`config.mk`:
```
export PLATFORM = sky130hd
export DESIGN_NAME = midi_track_event_parser_top
export DESIGN_NICKNAME = d
export VERILOG_FILES = /design/src/hw/rtl/mtep_pkg.sv /design/src/hw/rtl/mtep_in_reg.sv /design/src/hw/rtl/mtep_parser.sv /design/src/hw/rtl/mtep_out_reg.sv /design/src/hw/rtl/midi_track_event_parser_top.sv
export SDC_FILE = /design/constraint.sdc
export NUM_CORES = 1
export LEC_CHECK = 0
export BUFFER_PORTS_ARGS = -buffer_cell sky130_fd_sc_hd__buf_2
export CAP_MARGIN = 20
export CORE_MARGIN = 3
export CORE_UTILIZATION = 47
export DETAILED_ROUTE_END_ITERATION = 12
export PLACE_DENSITY = 0.72
export SKIP_LAST_GASP = 1
export SYNTH_ARGS = -nofsm -noshare
export SYNTH_HDL_FRONTEND = slang
export SYNTH_SLANG_ARGS = --single-unit
```
`constraint.sdc`:
```
create_clock -name clk -period 5.3 [get_ports clk]
set_input_delay 1.06 -clock clk [delete_from_list [all_inputs] [get_ports clk]]
set_output_delay 1.06 -clock clk [all_outputs]
set_load 0.1 [all_outputs]
```
`src/hw/rtl/mtep_pkg.sv`:
```
package mtep_pkg;

	localparam int VLQ_WIDTH = 28;
	localparam int DELTA_W   = 28;
	localparam int TEMPO_W   = 24;
	localparam int NOTE_W    = 7;
	localparam int CHAN_W    = 4;
	localparam int SUM_W     = ((VLQ_WIDTH > DELTA_W) ? VLQ_WIDTH : DELTA_W) + 1;

	localparam logic [DELTA_W-1:0] DELTA_MAX   = '1;
	localparam logic [TEMPO_W-1:0] TEMPO_RESET = 24'd500000;

	localparam logic [7:0] ST_META       = 8'hFF;
	localparam logic [7:0] ST_SYSEX      = 8'hF0;
	localparam logic [7:0] ST_SYSEX_ESC  = 8'hF7;
	localparam logic [7:0] META_TEMPO    = 8'h51;
	localparam logic [3:0] KIND_SYSTEM   = 4'hF;
	localparam logic [3:0] KIND_NOTE_OFF = 4'h8;
	localparam logic [3:0] KIND_NOTE_ON  = 4'h9;
	localparam logic [3:0] KIND_PROGRAM  = 4'hC;
	localparam logic [3:0] KIND_PRESSURE = 4'hD;

	typedef enum logic [3:0] {
		PH_DELTA,
		PH_STATUS,
		PH_DATA1,
		PH_NOTE_VEL,
		PH_SKIP,
		PH_META_TYPE,
		PH_META_LEN,
		PH_META_DATA,
		PH_SYSEX_LEN
	} phase_t;

	typedef struct packed {
		logic [7:0] in_byte;
		logic       last_byte;
	} item_t;

	typedef struct packed {
		logic [DELTA_W-1:0] delta_ticks;
		logic [NOTE_W-1:0]  note_number;
		logic [NOTE_W-1:0]  velocity;
		logic               is_note_off;
		logic [CHAN_W-1:0]  channel;
		logic [TEMPO_W-1:0] current_tempo;
	} result_t;

	// shift one 7-bit group into a vlq value, saturating at all ones
	function automatic logic [VLQ_WIDTH-1:0] vlq_shift(logic [VLQ_WIDTH-1:0] acc,
		logic [6:0] grp);
		logic [VLQ_WIDTH-1:0] res;
		if (|acc[VLQ_WIDTH-1 -: 7]) begin
			res = '1;
		end else begin
			res = {acc[VLQ_WIDTH-8:0], grp};
		end
		return res;
	endfunction

endpackage

```
`src/hw/rtl/mtep_in_reg.sv`:
```
module mtep_in_reg (
	input  logic            clk,
	input  logic            arst_n,
	input  logic            in_valid,
	output logic            in_ready,
	input  mtep_pkg::item_t in_item,
	input  logic            take,
	output logic            vld_s1,
	output mtep_pkg::item_t item_s1
);

	assign in_ready = !vld_s1 || take;

	always_ff @(posedge clk or negedge arst_n) begin
		if (!arst_n) begin
			vld_s1 <= 1'b0;
		end else if (in_ready) begin
			vld_s1 <= in_valid;
		end
	end

	always_ff @(posedge clk) begin
		if (in_ready && in_valid) begin
			item_s1 <= in_item;
		end
	end

endmodule

```
`src/hw/rtl/mtep_parser.sv`:
```
module mtep_parser (
	input  logic              clk,
	input  logic              arst_n,
	input  logic              fire,
	input  mtep_pkg::item_t   item,
	output logic              res_vld,
	output mtep_pkg::result_t res
);

	localparam logic [mtep_pkg::SUM_W-1:0] SUM_MAX =
		mtep_pkg::SUM_W'(mtep_pkg::DELTA_MAX);

	mtep_pkg::phase_t                     phase_q, phase_n;
	logic [mtep_pkg::VLQ_WIDTH-1:0]       vlq_q, vlq_n;
	logic [mtep_pkg::DELTA_W-1:0]         pend_q, pend_n;
	logic [7:0]                           rs_q, rs_n;
	logic [mtep_pkg::NOTE_W-1:0]          first_q, first_n;
	logic [7:0]                           meta_q, meta_n;
	logic [mtep_pkg::VLQ_WIDTH-1:0]       left_q, left_n;
	logic [mtep_pkg::TEMPO_W-1:0]         tacc_q, tacc_n;
	logic [mtep_pkg::TEMPO_W-1:0]         tempo_q, tempo_n;

	logic [7:0]                           b;
	logic [mtep_pkg::VLQ_WIDTH-1:0]       vlq_sh;
	logic [mtep_pkg::VLQ_WIDTH-1:0]       left_dec;
	logic [mtep_pkg::SUM_W-1:0]           sum;
	logic                                 do_first;
	logic                                 off;

	assign b        = item.in_byte;
	assign vlq_sh   = mtep_pkg::vlq_shift(vlq_q, b[6:0]);
	assign left_dec = (left_q != '0) ? left_q - 1'b1 : left_q;
	assign sum      = mtep_pkg::SUM_W'(pend_q) + mtep_pkg::SUM_W'(vlq_sh);
	assign off      = (rs_q[7:4] == mtep_pkg::KIND_NOTE_OFF);

	always_comb begin
		phase_n  = phase_q;
		vlq_n    = vlq_q;
		pend_n   = pend_q;
		rs_n     = rs_q;
		first_n  = first_q;
		meta_n   = meta_q;
		left_n   = left_q;
		tacc_n   = tacc_q;
		tempo_n  = tempo_q;
		do_first = 1'b0;
		res_vld  = 1'b0;

		res.delta_ticks   = pend_q;
		res.note_number   = first_q;
		res.velocity      = off ? '0 : b[6:0];
		res.is_note_off   = off;
		res.channel       = rs_q[3:0];
		res.current_tempo = tempo_q;

		unique case (phase_q)
			mtep_pkg::PH_STATUS: begin
				if (!b[7]) begin
					if (rs_q == '0) begin
						phase_n = mtep_pkg::PH_DELTA;
					end else begin
						do_first = 1'b1;
					end
				end else if (b[7:4] != mtep_pkg::KIND_SYSTEM) begin
					rs_n    = b;
					phase_n = mtep_pkg::PH_DATA1;
				end else if (b == mtep_pkg::ST_META) begin
					rs_n    = '0;
					phase_n = mtep_pkg::PH_META_TYPE;
				end else if (b == mtep_pkg::ST_SYSEX || b == mtep_pkg::ST_SYSEX_ESC) begin
					rs_n    = '0;
					vlq_n   = '0;
					phase_n = mtep_pkg::PH_SYSEX_LEN;
				end else begin
					rs_n    = '0;
					phase_n = mtep_pkg::PH_DELTA;
				end
			end
			mtep_pkg::PH_DATA1: begin
				do_first = 1'b1;
			end
			mtep_pkg::PH_NOTE_VEL: begin
				res_vld = 1'b1;
				pend_n  = '0;
				phase_n = mtep_pkg::PH_DELTA;
			end
			mtep_pkg::PH_SKIP: begin
				left_n = left_dec;
				if (left_dec == '0) begin
					phase_n = mtep_pkg::PH_DELTA;
				end
			end
			mtep_pkg::PH_META_TYPE: begin
				meta_n  = b;
				vlq_n   = '0;
				phase_n = mtep_pkg::PH_META_LEN;
			end
			mtep_pkg::PH_META_LEN: begin
				vlq_n = vlq_sh;
				if (!b[7]) begin
					left_n  = vlq_sh;
					vlq_n   = '0;
					tacc_n  = '0;
					phase_n = (vlq_sh == '0) ? mtep_pkg::PH_DELTA : mtep_pkg::PH_META_DATA;
				end
			end
			mtep_pkg::PH_META_DATA: begin
				// tempo bytes arrive big-endian, only the low 24 bits survive
				if (meta_q == mtep_pkg::META_TEMPO) begin
					tacc_n = {tacc_q[mtep_pkg::TEMPO_W-9:0], b};
				end
				left_n = left_dec;
				if (left_dec == '0) begin
					if (meta_q == mtep_pkg::META_TEMPO) begin
						tempo_n = tacc_n;
					end
					vlq_n   = '0;
					phase_n = mtep_pkg::PH_DELTA;
				end
			end
			mtep_pkg::PH_SYSEX_LEN: begin
				vlq_n = vlq_sh;
				if (!b[7]) begin
					left_n  = vlq_sh;
					vlq_n   = '0;
					phase_n = (vlq_sh == '0) ? mtep_pkg::PH_DELTA : mtep_pkg::PH_SKIP;
				end
			end
			default: begin
				vlq_n = vlq_sh;
				if (!b[7]) begin
					pend_n  = (sum > SUM_MAX) ? mtep_pkg::DELTA_MAX
						: sum[mtep_pkg::DELTA_W-1:0];
					vlq_n   = '0;
					phase_n = mtep_pkg::PH_STATUS;
				end
			end
		endcase

		// first data byte of a channel event, explicit or under running status
		if (do_first) begin
			priority if (rs_q[7:4] == mtep_pkg::KIND_NOTE_OFF
				|| rs_q[7:4] == mtep_pkg::KIND_NOTE_ON) begin
				first_n = b[6:0];
				phase_n = mtep_pkg::PH_NOTE_VEL;
			end else if (rs_q[7:4] == mtep_pkg::KIND_PROGRAM
				|| rs_q[7:4] == mtep_pkg::KIND_PRESSURE) begin
				phase_n = mtep_pkg::PH_DELTA;
			end else begin
				left_n  = mtep_pkg::VLQ_WIDTH'(1);
				phase_n = mtep_pkg::PH_SKIP;
			end
		end

		// end of track: everything but the tempo goes back to reset
		if (item.last_byte) begin
			phase_n = mtep_pkg::PH_DELTA;
			vlq_n   = '0;
			pend_n  = '0;
			rs_n    = '0;
			first_n = '0;
			meta_n  = '0;
			left_n  = '0;
			tacc_n  = '0;
		end
	end

	always_ff @(posedge clk or negedge arst_n) begin
		if (!arst_n) begin
			phase_q <= mtep_pkg::PH_DELTA;
			vlq_q   <= '0;
			pend_q  <= '0;
			rs_q    <= '0;
			first_q <= '0;
			meta_q  <= '0;
			left_q  <= '0;
			tacc_q  <= '0;
			tempo_q <= mtep_pkg::TEMPO_RESET;
		end else if (fire) begin
			phase_q <= phase_n;
			vlq_q   <= vlq_n;
			pend_q  <= pend_n;
			rs_q    <= rs_n;
			first_q <= first_n;
			meta_q  <= meta_n;
			left_q  <= left_n;
			tacc_q  <= tacc_n;
			tempo_q <= tempo_n;
		end
	end

endmodule

```
`src/hw/rtl/mtep_out_reg.sv`:
```
module mtep_out_reg (
	input  logic              clk,
	input  logic              arst_n,
	input  logic              fire,
	input  logic              res_vld,
	input  mtep_pkg::result_t res,
	output logic              out_valid_q,
	input  logic              out_ready,
	output mtep_pkg::result_t out_q
);

	always_ff @(posedge clk or negedge arst_n) begin
		if (!arst_n) begin
			out_valid_q <= 1'b0;
		end else if (fire) begin
			out_valid_q <= res_vld;
		end else if (out_ready) begin
			out_valid_q <= 1'b0;
		end
	end

	always_ff @(posedge clk) begin
		if (fire && res_vld) begin
			out_q <= res;
		end
	end

endmodule

```
`src/hw/rtl/midi_track_event_parser_top.sv`:
```
// channel   dir  tdata fields (low bit up)                      tuser / tlast
// s_axis    in   in_byte[7:0]                                   tlast = last_byte
// m_axis    out  delta_ticks[27:0] note_number[34:28]           tuser = is_note_off
//                velocity[41:35] channel[45:42]
//                current_tempo[69:46], zero pad [71:70]
//
// one byte per cycle sustained while the result word is not stalled; a byte passes an
// input register, then the parser state update and the result register, so a note word
// is registered from its velocity byte as that byte leaves the input register.
// arst_n clears the parse state and sets the tempo to 500000 us per quarter note.
// a stalled result word only blocks the parser; the input register still takes
// one more byte, then s_axis_tready drops until the result is taken.
module midi_track_event_parser_top (
	input  logic        clk,
	input  logic        arst_n,
	input  logic        s_axis_tvalid,
	output logic        s_axis_tready,
	input  logic [7:0]  s_axis_tdata,  // in_byte
	input  logic        s_axis_tlast,  // last_byte
	output logic        m_axis_tvalid,
	input  logic        m_axis_tready,
	output logic [71:0] m_axis_tdata,  // delta_ticks, note_number, velocity, channel, current_tempo
	output logic        m_axis_tuser   // is_note_off
);

	mtep_pkg::item_t   in_item;
	mtep_pkg::item_t   item_s1;
	mtep_pkg::result_t res;
	mtep_pkg::result_t out_q;
	logic              vld_s1;
	logic              fire;
	logic              res_vld;

	assign in_item.in_byte   = s_axis_tdata;
	assign in_item.last_byte = s_axis_tlast;

	// parser advances whenever the input register holds a byte and the result slot is free or being drained
	assign fire = vld_s1 && (!m_axis_tvalid || m_axis_tready);

	mtep_in_reg u_in_reg (
		.clk      (clk),
		.arst_n   (arst_n),
		.in_valid (s_axis_tvalid),
		.in_ready (s_axis_tready),
		.in_item  (in_item),
		.take     (fire),
		.vld_s1   (vld_s1),
		.item_s1  (item_s1)
	);

	mtep_parser u_parser (
		.clk     (clk),
		.arst_n  (arst_n),
		.fire    (fire),
		.item    (item_s1),
		.res_vld (res_vld),
		.res     (res)
	);

	mtep_out_reg u_out_reg (
		.clk         (clk),
		.arst_n      (arst_n),
		.fire        (fire),
		.res_vld     (res_vld),
		.res         (res),
		.out_valid_q (m_axis_tvalid),
		.out_ready   (m_axis_tready),
		.out_q       (out_q)
	);

	assign m_axis_tdata = {2'b00, out_q.current_tempo, out_q.channel, out_q.velocity,
		out_q.note_number, out_q.delta_ticks};
	assign m_axis_tuser = out_q.is_note_off;

endmodule

```
==> results of run 1 <==
[state kept, by name, summed over array words and instances (netlist names)]
name,flops
u_in_reg.item_s1,9
u_parser.phase_q,4
u_parser.left_q,28
u_parser.meta_q,8
u_parser.first_q,7
u_out_reg.out_q,71
u_parser.tacc_q,24
u_parser.tempo_q,24
u_parser.vlq_q,28
u_in_reg.vld_s1,1
u_parser.rs_q,8
u_parser.pend_q,28
u_out_reg.out_valid_q,1
[per-layer routing]
| metal | wire length, µm | track usage | up-vias |
|---|---|---|---|
| met5 | 0 | 0 | - |
| met4 | 959 | 0.0729 | 0 |
| met3 | 2290 | 0.0371 | 70 |
| met2 | 15000 | 0.357 | 362 |
| met1 | 13500 | 0.303 | 4791 |
| li1 | - | - | 4544 |
[kinds of logic (layout without fill, tap and decap cells)]
logic type	Yosys count	after routing	share of synthesized area
other cells	1	2	0.000304
flops	241	241	0.522
buf+inv	114	206	0.0373
xor+xnor	23	23	0.0163
simple gates	370	370	0.151
fa+ha+maj	35	35	0.0361
compound gates	349	349	0.187
mux	55	55	0.0498
[synth_stat cells, drive strengths merged, types with 15 or more instances]
| library cell | number |
|---|---|
| a21o | 15 |
| a21oi | 62 |
| a22o | 42 |
| clkbuf | 64 |
| dfrtp | 154 |
| edfxtp | 80 |
| ha | 34 |
| inv | 41 |
| mux2 | 51 |
| nand2 | 125 |
| nand2b | 22 |
| nand3 | 23 |
| nor2 | 69 |
| nor3 | 29 |
| nor4 | 22 |
| o211ai | 15 |
| o21ai | 113 |
| o2bb2ai | 30 |
[path summary, 6_finish.rpt]
check,startpoint,endpoint,slack (ns)
hold reg to reg,u_parser.tempo_q[23],u_out_reg.out_q[23],0.43
setup reg to reg,u_parser.vlq_q[23],u_parser.pend_q[15],0.84
hold / removal,u_parser.tempo_q[23],u_out_reg.out_q[23],0.43
max in group asynchronous,arst_n,u_parser.rs_q[7],3.68
min in group asynchronous,arst_n,u_parser.vlq_q[24],0.55
setup / recovery,u_parser.vlq_q[23],u_parser.pend_q[15],0.84
[per-stage QoR]
| stage | setup WS [ns] | util | power [W] |
|---|---|---|---|
| 2_1_floorplan | 1.57 | - | 0.00468 |
| 3_3_place_gp | 1.06 | 0.514 | 0.00535 |
| 3_5_place_dp | 0.953 | 0.515 | 0.00540 |
| 4_1_cts | 0.890 | 0.549 | 0.00727 |
| 5_1_grt | 0.482 | 0.551 | 0.00771 |
| 6_report | 0.836 | 0.551 | 0.00728 |
[worst max-delay path, stage by stage, from the launching register on]
cell	delay (ns)
dfrtp_1	0.38
nor4_1	0.27
nand2_1	0.21
nor2_1	0.17
inv_1	0.09
ha_1	0.21
fa_1	0.43
a211oi_1	0.32
o211ai_1	0.16
a221o_1	0.39
a21oi_1	0.23
o211ai_1	0.18
a221o_1	0.65
a2111oi_0	0.49
o21ai_0	0.12
[cell type report]
type,instances,area [µm²],share of cell area
Clock inverter,8,103,0.00731
Multi-Input combinational cell,834,5460,0.389
Inverter,41,154,0.0110
Timing Repair Buffer,116,687,0.0489
Tap cell,330,413,0.0294
Sequential cell,241,6440,0.459
Clock buffer,41,779,0.0555
[report_power, final]
part	switching, W	internal [W]	total (W)
Sequential	0.000226	0.00217	0.00239
Clock	0.000740	0.00111	0.00185
Combinational	0.00200	0.00104	0.00304
Total	0.00296	0.00432	0.00728
==> results.md, run 1 <==
STA:
- Setup violations remaining at the end of the flow were counted as 0.
- The hold violation total from the final report is 0.
- The peak clock frequency supported by timing is 224 MHz.
- In the finished design, the share of the clock period the worst path needs comes to 0.842.
- At the pin with the least slew margin, the transition time is 0.975 ns.
- For the final routed database, the setup TNS stands at 0 ns.
- The final worst clock skew is 0.0253 ns.
- Setup repair after global routing left no endpoint under its margin.
- The final-report max-slew violation count came to 0.
- The headroom to the max-slew limit is 0.343.
- The worst hold slack is 0.433 ns.
- The clock period could shrink to 4.46 ns.

Detailed routing:
- Across all layers, the routed design uses 9767 vias.
- The remaining number of nets flagged by the antenna check after routing is 0.
- Wires add up to 31.8 mm.
- The detail-routed via count per cell is 6.06.
- In the final routed layout, each cell accounts on average for 19.7 µm.
- Before antenna repair, the detailed router went through 5 iterations.
- The first-iteration detailed-routing DRC count is 907.
- The DRC violation count after routing is 0.

Synth:
- Synthesis produced a netlist whose cell count is 1188.
- In this run, synthesis produced a sequential element count of 241.
- For this run, the number of Yosys warnings is 0.
- After synthesis, the cell types taking the most area are dfrtp_1 31%, edfxtp_1 19%, o21ai_0 4.5%.
- The largest total area in the synthesized netlist belongs to dfrtp_1.
- The synthesized area per cell is 10.4 µm².
- In this run, synthesis inferred 80 flip-flops with an integrated enable.
- Among all flip-flop cells after synthesis, the most frequent one is dfrtp_1.
- The area share of the leading cell type in the synthesized netlist is 0.312.
- The sequential element share of the synthesized area is 0.522.
- The netlist area before placement is 12300 µm².
- The number of distinct library cell variants in the gate-level netlist after synthesis is 73.
- Of all flip-flops after synthesis, the portion carrying an async set or reset was 0.668.

Finish:
- After routing the design area is 14000 µm².
- The number of nets in the finished design is 1309.
- The layout has 2213 filler cells.
- The fraction of final layout cells with drive strength greater than 1 is 0.162.
- The leading cell type in the layout, fill and taps excluded is dfrtp_1.
- The area growth from synthesis to layout is 13.7%.
- The filler-free cell count of the finished design is 1611.
- Leaving out fill and tap cells, the most frequent cells in the layout are 154 x dfrtp_1, 125 x nand2_1, 112 x o21ai_0.
- The number of antenna diodes in the final layout is 0.

Placed design:
- Buffers placed on the I/O ports in this run total 85.
- Summing all placed instances gives a cell area of 13100 µm².
- Counting tap cells, the placed design contains a total of 1559 instances.
- At the end of routability-driven placement, the weighted congestion stood at 0.937.
- Summed over all nets, the half-perimeter wirelength after detailed placement is 21.7 mm.

Run:
- The tool flagged a number of max-cap violations equal to 0.

Floorplan:
- During I/O placement, the number of pins put on the boundary was 88.
- The die covers 28200 µm².
- The floorplan has 58 rows.
- The overall die height is 168 µm.
- The chip width is 168 µm.
- For this configuration, the core starts out at a cell density of 0.485.
- The standard cell core area is 25500 µm².

Worst setup path:
- The data arrival time of the worst path is 4.87 ns.
- At the worst endpoint, the required time is 5.70 ns.
- The worst setup path is captured at a flip-flop.
- The peak fanout along the critical path is 26.
- The number of cells on the worst reg-to-reg path is 14.
- STA classifies the critical path startpoint as a flip-flop.
- The worst setup path category is flip-flop to flip-flop.

GRT:
- The maximum number of pins on one net before global-route repair is 73.
- The wire length of the first global-routing pass is 51.1 mm.
- Global routing finished with a remaining overflow of 0.
- In the global route stage, overall resource usage came out at 0.220.
- The number of antenna violations at the first check in global routing is 0.
- The via count of the first global-routing pass is 9470.

Pwr:
- For this design the static power due to leakage is 6.39 nW.
- Dividing total power by cell area gives a power density of 519 nW/µm².
- The peak supply drop is 0.380 mV.

CTS:
- CTS placed an instance of clkbuf_16 at the clock tree root.
- The number of setup buffers added after CTS is 0.
- The number of gates resized after CTS was 0.
- The number of hold buffers added after CTS was 0.
- Clock tree synthesis inserted a total of 27 buffers.
- The clock drives 241 sinks.
- The CTS H-tree depth is 1.
- The clock slew at the register clock pins of the worst setup and hold paths is 0.06 ns.
- The maximum clock path buffer count is 3.
- The TritonCTS clock tree is done.
- The clock reaches the later pin of the worst-skew pair after 0.54 ns.

Run status:
- The run finished with clean final reports.

Min path:
- In this run the worst hold path is classified as flip-flop to flip-flop.
- Along the worst hold path, the cell count comes to 0.
Power figures use the tool's default switching activity.
==> run 2: changes to the inputs <==
clock period = 4.4 ns   (was 5.3 ns; I/O delays follow)
==> run 2 against run 1 <==
Worst setup slack got worse by 0.54 ns. Register-to-register slack got worse by 0.54 ns. Critical path depth grew 1. Count of clock-buffer cells in the layout fell by 1. Sequential power is 21% higher. Largest cell class unchanged. Highest routed layer unchanged.
==> results.md, run 2 (synthesis gave the netlist of run 1 again) <==
Worst setup path:
- The endpoint kind of the worst setup timing path is a flip-flop.
- The start point of the critical path is u_parser.vlq_q[23].
- The endpoint of the worst-slack reg-to-reg timing path is u_parser.pend_q[0].
- For the worst flop-to-flop path, the logic depth is 15.
- The peak fanout along the critical path is 21.
- The worst register-to-register path has a setup slack of 0.29 ns.
- The startpoint identified for the worst register-to-register timing path is u_parser.vlq_q[23].
- Data arrives at the worst endpoint at 4.55 ns.
- The worst setup path is of the flip-flop to flip-flop kind.
- The most critical setup path has its endpoint at u_parser.pend_q[0].
- The kind of launch point of the worst setup path is a flip-flop.
- Data on the critical path is required at its endpoint by 4.85 ns.

Finish:
- The area growth from synthesis to layout is 14.8%.
- The fraction of final layout cells with drive strength greater than 1 is 0.170.
- The final layout contains 1316 nets.
- The library cell used most frequently in the layout, excluding fill and tap cells, is dfrtp_1.
- The number of antenna diodes in the final layout is 0.
- The top cell types in the final layout, fill and taps aside, are 154 x dfrtp_1, 125 x nand2_1, 112 x o21ai_0.
- The register with the highest flop count is u_out_reg.out_q.
- The register with the most flip-flops in the layout has 71 of them.

Detailed routing:
- Dividing the detail-routed wire length by the instance count gives 20.0 µm.
- Summed over all layers, the routed wires come to 32.3 mm.
- The detail-routed via count per cell is 6.02.
- The first-iteration detailed-routing DRC count is 900.
- The DRC violation count after routing is 0.
- The routed layout has 9754 vias.
- The remaining number of nets flagged by the antenna check after routing is 0.
- The number of search-and-repair iterations in the first detailed-routing pass is 5.

Placed design:
- Port buffering added 85 buffers.
- The minimum setup slack after placement is 0.293 ns.
- At the end of routability-driven placement, the weighted congestion stood at 0.936.
- The final HPWL from detailed placement is 22.4 mm.

STA:
- For the pin with the worst max-slew slack, the measured transition is 1.02 ns.
- Dividing the final minimum period by the clock period gives 0.933.
- The final-report max-slew violation count is 0.
- The hold violation total from the final report is 0.
- Setup violations remaining at the end of the flow were counted as 0.
- The peak clock frequency supported by timing is 244 MHz.
- Setup repair after global routing left no endpoint under its margin.
- After layout, the worst setup slack is 0.294 ns.
- The clock period minus worst slack is 4.11 ns.
- On the final layout, the worst clock skew is 0.0380 ns.
- The headroom to the max-slew limit is 0.314.
- Setup total negative slack on the finished layout was measured at 0 ns.

Pwr:
- The switching part of the total power is 0.405.
- The share of total power in sequential cells is 0.322.
- The share of total power dissipated in the clock network is 0.263.
- The static power due to leakage is 6.46 nW.
- VDD sags by at most 0.419 mV.
- In this run the power spent charging and discharging nets is 0.00363 W.
- For this design the ratio of total power to cell area is 632 nW/µm².
- The portion of total power attributed to combinational logic is 0.415.
- The cell-internal power is 0.00532 W.

CTS:
- Counting every sink on the clock net gives 241.
- The tree is rooted in a clkbuf_16.
- After clock tree synthesis, the setup repair step added 0 buffers.
- The clock slew at the register clock pins of the worst setup and hold paths is 0.06 ns.
- The TritonCTS clock tree is done.
- The clock reaches the later pin of the worst-skew pair after 0.56 ns.
- The clock passes through at most 3 buffers.
- Buffers inserted during clock tree synthesis total 27.
- The CTS H-tree depth is 1.

Floorplan:
- The initial utilization of the core area, before any placement, comes to 0.485.
- After floorplanning, the core was sized to cover 25500 µm².
- The die covers 28200 µm².
- In this run the count of I/O pins placed on the die edge is 88.
- Row generation in the floorplan step produced 58 rows.
- From left edge to right edge, the die measures 168 µm.
- Measured along the y axis, the die boundary spans 168 µm.

Run:
- The total of max-cap violations is 0.

GRT:
- In the global route stage, met1 resource usage came out at 0.312.
- In the global route stage, met3 resource usage came out at 0.0392.
- The maximum number of pins on one net before global-route repair is 78.
- Global routing finished with a remaining overflow of 0.
- For this run, global-route usage on met2 was measured as 0.360.
- In the global route stage, overall resource usage came out at 0.226.
- The number of antenna violations at the first check in global routing came to 0.
- The via count of the first global-routing pass was 9458.
- After global routing, the most crowded layer is met2.
- The wire length of the first global-routing pass is 52.0 mm.

Min path:
- The path class of the tightest hold or removal check is primary input to async pin.

Run status:
- The flow ran to the end, and the final reports show no timing, DRC or antenna violations.
==> run 2: changes by cell type in the layout (fill, tap and decap cells not counted), sizes merged <==
cell,delta
buf,+8
clkbuf,-2
inv,+2
==> run 2: per-layer routing <==
| layer | vias to the layer above | routed length (µm) |
|---|---|---|
| met3 | 83 | 2340 |
| met1 | 4740 | 13900 |
| met4 | 0 | 1080 |
| met5 | - | 0 |
| li1 | 4568 | - |
| met2 | 363 | 15000 |
==> run 2: worst max-delay path, stage by stage, from the launching register on <==
cell      delay [ns]
dfrtp_1         0.38
nor4_1          0.28
nand2_1         0.21
nor2_1          0.18
inv_1           0.08
ha_1            0.21
fa_1            0.43
a211oi_2        0.29
o211ai_1        0.14
a221o_1         0.40
a21oi_1         0.23
o211ai_1        0.18
a221o_1         0.45
buf_4           0.25
o21ai_0         0.18
nand2_1         0.08
==> run 2: worst min path at each step <==
stage                         startpoint                   to  slack (ns)  cells after the start
floorplan           u_parser.tempo_q[10]  u_out_reg.out_q[10]        0.42                      0
global placement    u_parser.tempo_q[20]  u_out_reg.out_q[20]        0.43                      0
detailed placement  u_parser.tempo_q[19]  u_out_reg.out_q[19]        0.43                      0
CTS                               arst_n  u_parser.left_q[23]        0.39                      1
global route                      arst_n  u_parser.left_q[23]        0.38                      1
finish                            arst_n  u_parser.left_q[23]        0.33                      1
==> run 2: final cells by class <==
type,instances,area [µm²]
clock buffers,40,808
clock inverters,10,134
fillers,2189,11300
inverters,41,154
multi-input cells,834,5460
flip-flops and latches,241,6440
well taps,330,413
repair buffers,123,754
==> run 2: repair_timing <==
action	4_1_cts	5_1_grt
endpoints found under the setup margin	0	1
gates resized for setup	0	2
hold buffers	0	0
==> run 2: stage by stage <==
step                      power (W)  instances  utilization  cell area [µm²]  hold slack (ns)
after CTS                   0.00895       1619        0.556            14200            0.386
final                       0.00895       1619        0.556            14200            0.334
after detailed placement    0.00656       1569        0.519            13200            0.429
after global routing        0.00948       1619        0.556            14200            0.384
after global placement      0.00651       1569        0.519            13200            0.427
after floorplan             0.00564       1189            -            12300            0.418
==> run 2: power groups by stage <==
stage	Sequential (W)	Clock [W]	Combinational (W)
after global routing	0.00292	0.00250	0.00406
final	0.00288	0.00235	0.00371
after detailed placement	0.00292	0	0.00364
after CTS	0.00288	0.00240	0.00367
after global placement	0.00291	0	0.00359
after floorplan	0.00313	0	0.00251
==> run 3: changes to the inputs <==
RECOVER_POWER = 50   (was default)
==> run 3 against run 2 <==
The run now ends with capacitance limit, slew limit left. Non-clock buffer count did not move. Clock skew barely moved. Critical path type unchanged. Via count rose by 0.47%. Wire length rose by 0.50%. Core utilization fell by 0.21 points. Worst setup slack got worse by 0.0072 ns. Highest routed layer unchanged. Clock power barely moved. Sequential power barely moved. Design area fell by 0.38%. Power barely moved. Register-to-register slack barely moved.
==> results.md, run 3 (synthesis gave the netlist of run 1 again) <==
Worst setup path:
- The worst setup path category is flip-flop to flip-flop.
- At the worst endpoint, the required time is 4.84 ns.
- STA classifies the critical path startpoint as a flip-flop.
- The peak fanout along the critical path is 28.
- Traced cell by cell, the critical path runs through nor4_1, nand2_1, buf_4, nor2_1, inv_1, ha_1, a21oi_1, o211ai_1, a221o_1, a21oi_1, o211ai_1, a221o_1, buf_4, o21ai_0, nand2_1.
- The endpoint kind of the worst setup timing path is a flip-flop.
- For this run, the slowest stage of the critical path takes 0.45 ns.
- The largest individual stage delay along the critical path comes from the cell a221o_1.
- STA puts the critical path data arrival time at 4.56 ns.

Finish:
- The number of flip-flops in the largest register is 71.
- The register with the most flip-flops in the final layout is u_out_reg.out_q.
- The fraction of final layout cells with drive strength greater than 1 is 0.153.
- Leaving out fill and tap cells, the most frequent cells in the layout are 154 x dfrtp_1, 125 x nand2_1, 112 x o21ai_0.
- The count of cells in the finished layout, fillers not included, comes to 1619.
- At the end of the flow, the number of nets in the layout was 1316.
- The area growth from synthesis to layout is 14.3%.
- The library cell used most frequently in the layout, excluding fill and tap cells, is dfrtp_1.
- The repair_antennas step left the layout with diodes totalling 0.

Floorplan:
- The standard cell core area is 25500 µm².
- The standard-cell row count is 58.
- For this configuration, the core starts out at a cell density of 0.485.
- The count of pins on the block boundary is 88.
- The die covers 28200 µm².
- The overall die height is 168 µm.
- The die is 168 µm wide.

Placed design:
- Counting tap cells, the placed design contains a total of 1569 instances.
- Routability-driven placement finished with a final weighted congestion of 0.936.
- Input and output buffers added on the ports amount to 85.
- The final HPWL from detailed placement is 22.4 mm.

Pwr:
- The peak supply drop is 0.415 mV.
- The power spent charging and discharging nets is 0.00363 W.
- The cell-internal power is 0.00531 W.
- Summed over all cells, the static leakage comes to 6.40 nW.
- Of the total power, the clock network draws 0.263.
- The switching part of the total power is 0.406.
- The share of total power in sequential cells is 0.323.
- The portion of total power attributed to combinational logic is 0.414.
- The power density of the placed cells is 634 nW/µm².

CTS:
- Clock tree synthesis selected as its root buffer the cell clkbuf_16.
- In this run the deepest clock path goes through 3 buffers.
- For the worst-skew pair, the clock arrives at the later sink with an insertion delay of 0.56 ns.
- The TritonCTS clock tree is done.
- The number of setup buffers added after CTS is 0.
- After clock tree synthesis, the clock-pin slew on the worst setup and hold paths is 0.06 ns.
- Hold repair after CTS inserted 0 buffers.
- CTS built an H-tree with a depth of 1.
- The clock drives 241 sinks.
- The number of clock buffers inserted by TritonCTS is 27.

Detailed routing:
- The detail-routed via count per cell is 6.05.
- For this run, design rule violations remaining after detail routing come to 0.
- After detailed routing, the total wire length is 32.5 mm.
- The first detailed-routing pass took 5 iterations.
- The remaining number of nets flagged by the antenna check after routing is 0.
- The average detailed-routed wire length per instance is 20.1 µm.
- The count of vias placed by the detailed router is 9800.
- The first-iteration detailed-routing DRC count is 961.

STA:
- The final-report setup violation count is 0.
- On the final layout, the worst clock skew is 0.0380 ns.
- The final-report max-slew violation count was 166.
- Setup repair after global routing left no endpoint under its margin.
- Measured against its own limit, the worst slew margin works out to -0.339.
- The hold violation total from the final report is 0.
- The total negative slack is 0 ns.
- The transition time at the pin with the least slew margin is 2.01 ns.
- Dividing the final minimum period by the clock period gives 0.935.
- The clock period minus worst slack is 4.11 ns.
- Static timing analysis puts the maximum clock frequency at 243 MHz.

GRT:
- The maximum number of pins on one net before global-route repair is 78.
- The first global-routing pass estimated 52.0 mm of wire.
- Summed over all layers, the global routing overflow is 0.
- The number of antenna violations at the first check in global routing came to 0.
- The via count of the first global-routing pass is 9458.
- The total routing resource utilization after global routing is 0.226.

Run:
- Max-cap violations in this run came to 3.

Run status:
- The flow ran to the end, but the final reports show violations.
- The final reports fail on capacitance limit, slew limit.

Min path:
- In this run the worst hold path is classified as flip-flop to flip-flop.
-- run 3: cell types whose count changed in the layout (fill, tap and decap cells not counted), moves of 2 or more --
| cell | previous run | this run |
|---|---|---|
| and2_0 | 0 | 2 |
| and2_1 | 5 | 3 |
| buf_2 | 84 | 67 |
| buf_4 | 35 | 32 |
| clkbuf_1 | 8 | 28 |
| clkbuf_2 | 0 | 2 |
| dfstp_1 | 0 | 2 |
| dfstp_2 | 7 | 5 |
-- run 3: final timing paths --
| path | from | end | slack, ns | cells after the start |
|---|---|---|---|---|
| max in group asynchronous | arst_n | u_parser.meta_q[5] | 1.17 | 2 |
| setup reg to reg | u_parser.vlq_q[23] | u_parser.pend_q[0] | 0.29 | 15 |
| hold reg to reg | u_parser.tempo_q[23] | u_out_reg.out_q[23] | 0.43 | 0 |
| setup / recovery | u_parser.vlq_q[23] | u_parser.pend_q[0] | 0.29 | 15 |
| min in group asynchronous | arst_n | u_parser.left_q[23] | 0.84 | 1 |
| hold / removal | u_parser.tempo_q[23] | u_out_reg.out_q[23] | 0.43 | 0 |
-- run 3: metrics by stage --
stage | worst slack (ns) | area (µm²) | power (W) | util | hold WS, ns
3_5_place_dp | 0.293 | 13200 | 0.00656 | 0.519 | 0.429
2_1_floorplan | 0.674 | 12300 | 0.00564 | - | 0.418
3_3_place_gp | 0.422 | 13200 | 0.00651 | 0.519 | 0.427
4_1_cts | 0.270 | 14200 | 0.00895 | 0.556 | 0.386
5_1_grt | 0.00402 | 14100 | 0.00947 | 0.554 | 0.453
6_report | 0.287 | 14100 | 0.00894 | 0.554 | 0.434
-- run 3: per-layer routing --
layer	part of all wire	global-route usage	vias up
met2	0.46	0.360	379
li1	-	-	4575
met3	0.073	0.0392	86
met4	0.034	0.0836	0
met5	0	0	-
met1	0.43	0.312	4760
-- run 3: area by class of cell --
type | instances | area, µm²
flip-flops and latches | 241 | 6440
clock buffers | 40 | 808
fillers | 2206 | 11400
clock inverters | 10 | 134
well taps | 330 | 413
repair buffers | 123 | 701
multi-input cells | 834 | 5460
inverters | 41 | 154
-- run 3: power groups by stage --
stage | registers (W) | logic (W) | clock network (W)
final | 0.00289 | 0.00370 | 0.00235
after global routing | 0.00292 | 0.00405 | 0.00250
after CTS | 0.00288 | 0.00367 | 0.00240
after detailed placement | 0.00292 | 0.00364 | 0
after global placement | 0.00291 | 0.00359 | 0
after floorplan | 0.00313 | 0.00251 | 0
-- run 3: critical path, delay by kind of cell, from the launching register on --
family | cells | cell delay [ns]
compound gates | 7 | 1.85
fa+ha+maj | 1 | 0.33
buf+inv | 3 | 0.63
flops | 1 | 0.38
simple gates | 4 | 0.78
-- run 3: what timing repair did --
action / 4_1_cts / 5_1_grt
endpoints found under the hold margin: 0 / 0
resized for setup: 0 / 2
endpoints found under the setup margin: 0 / 1
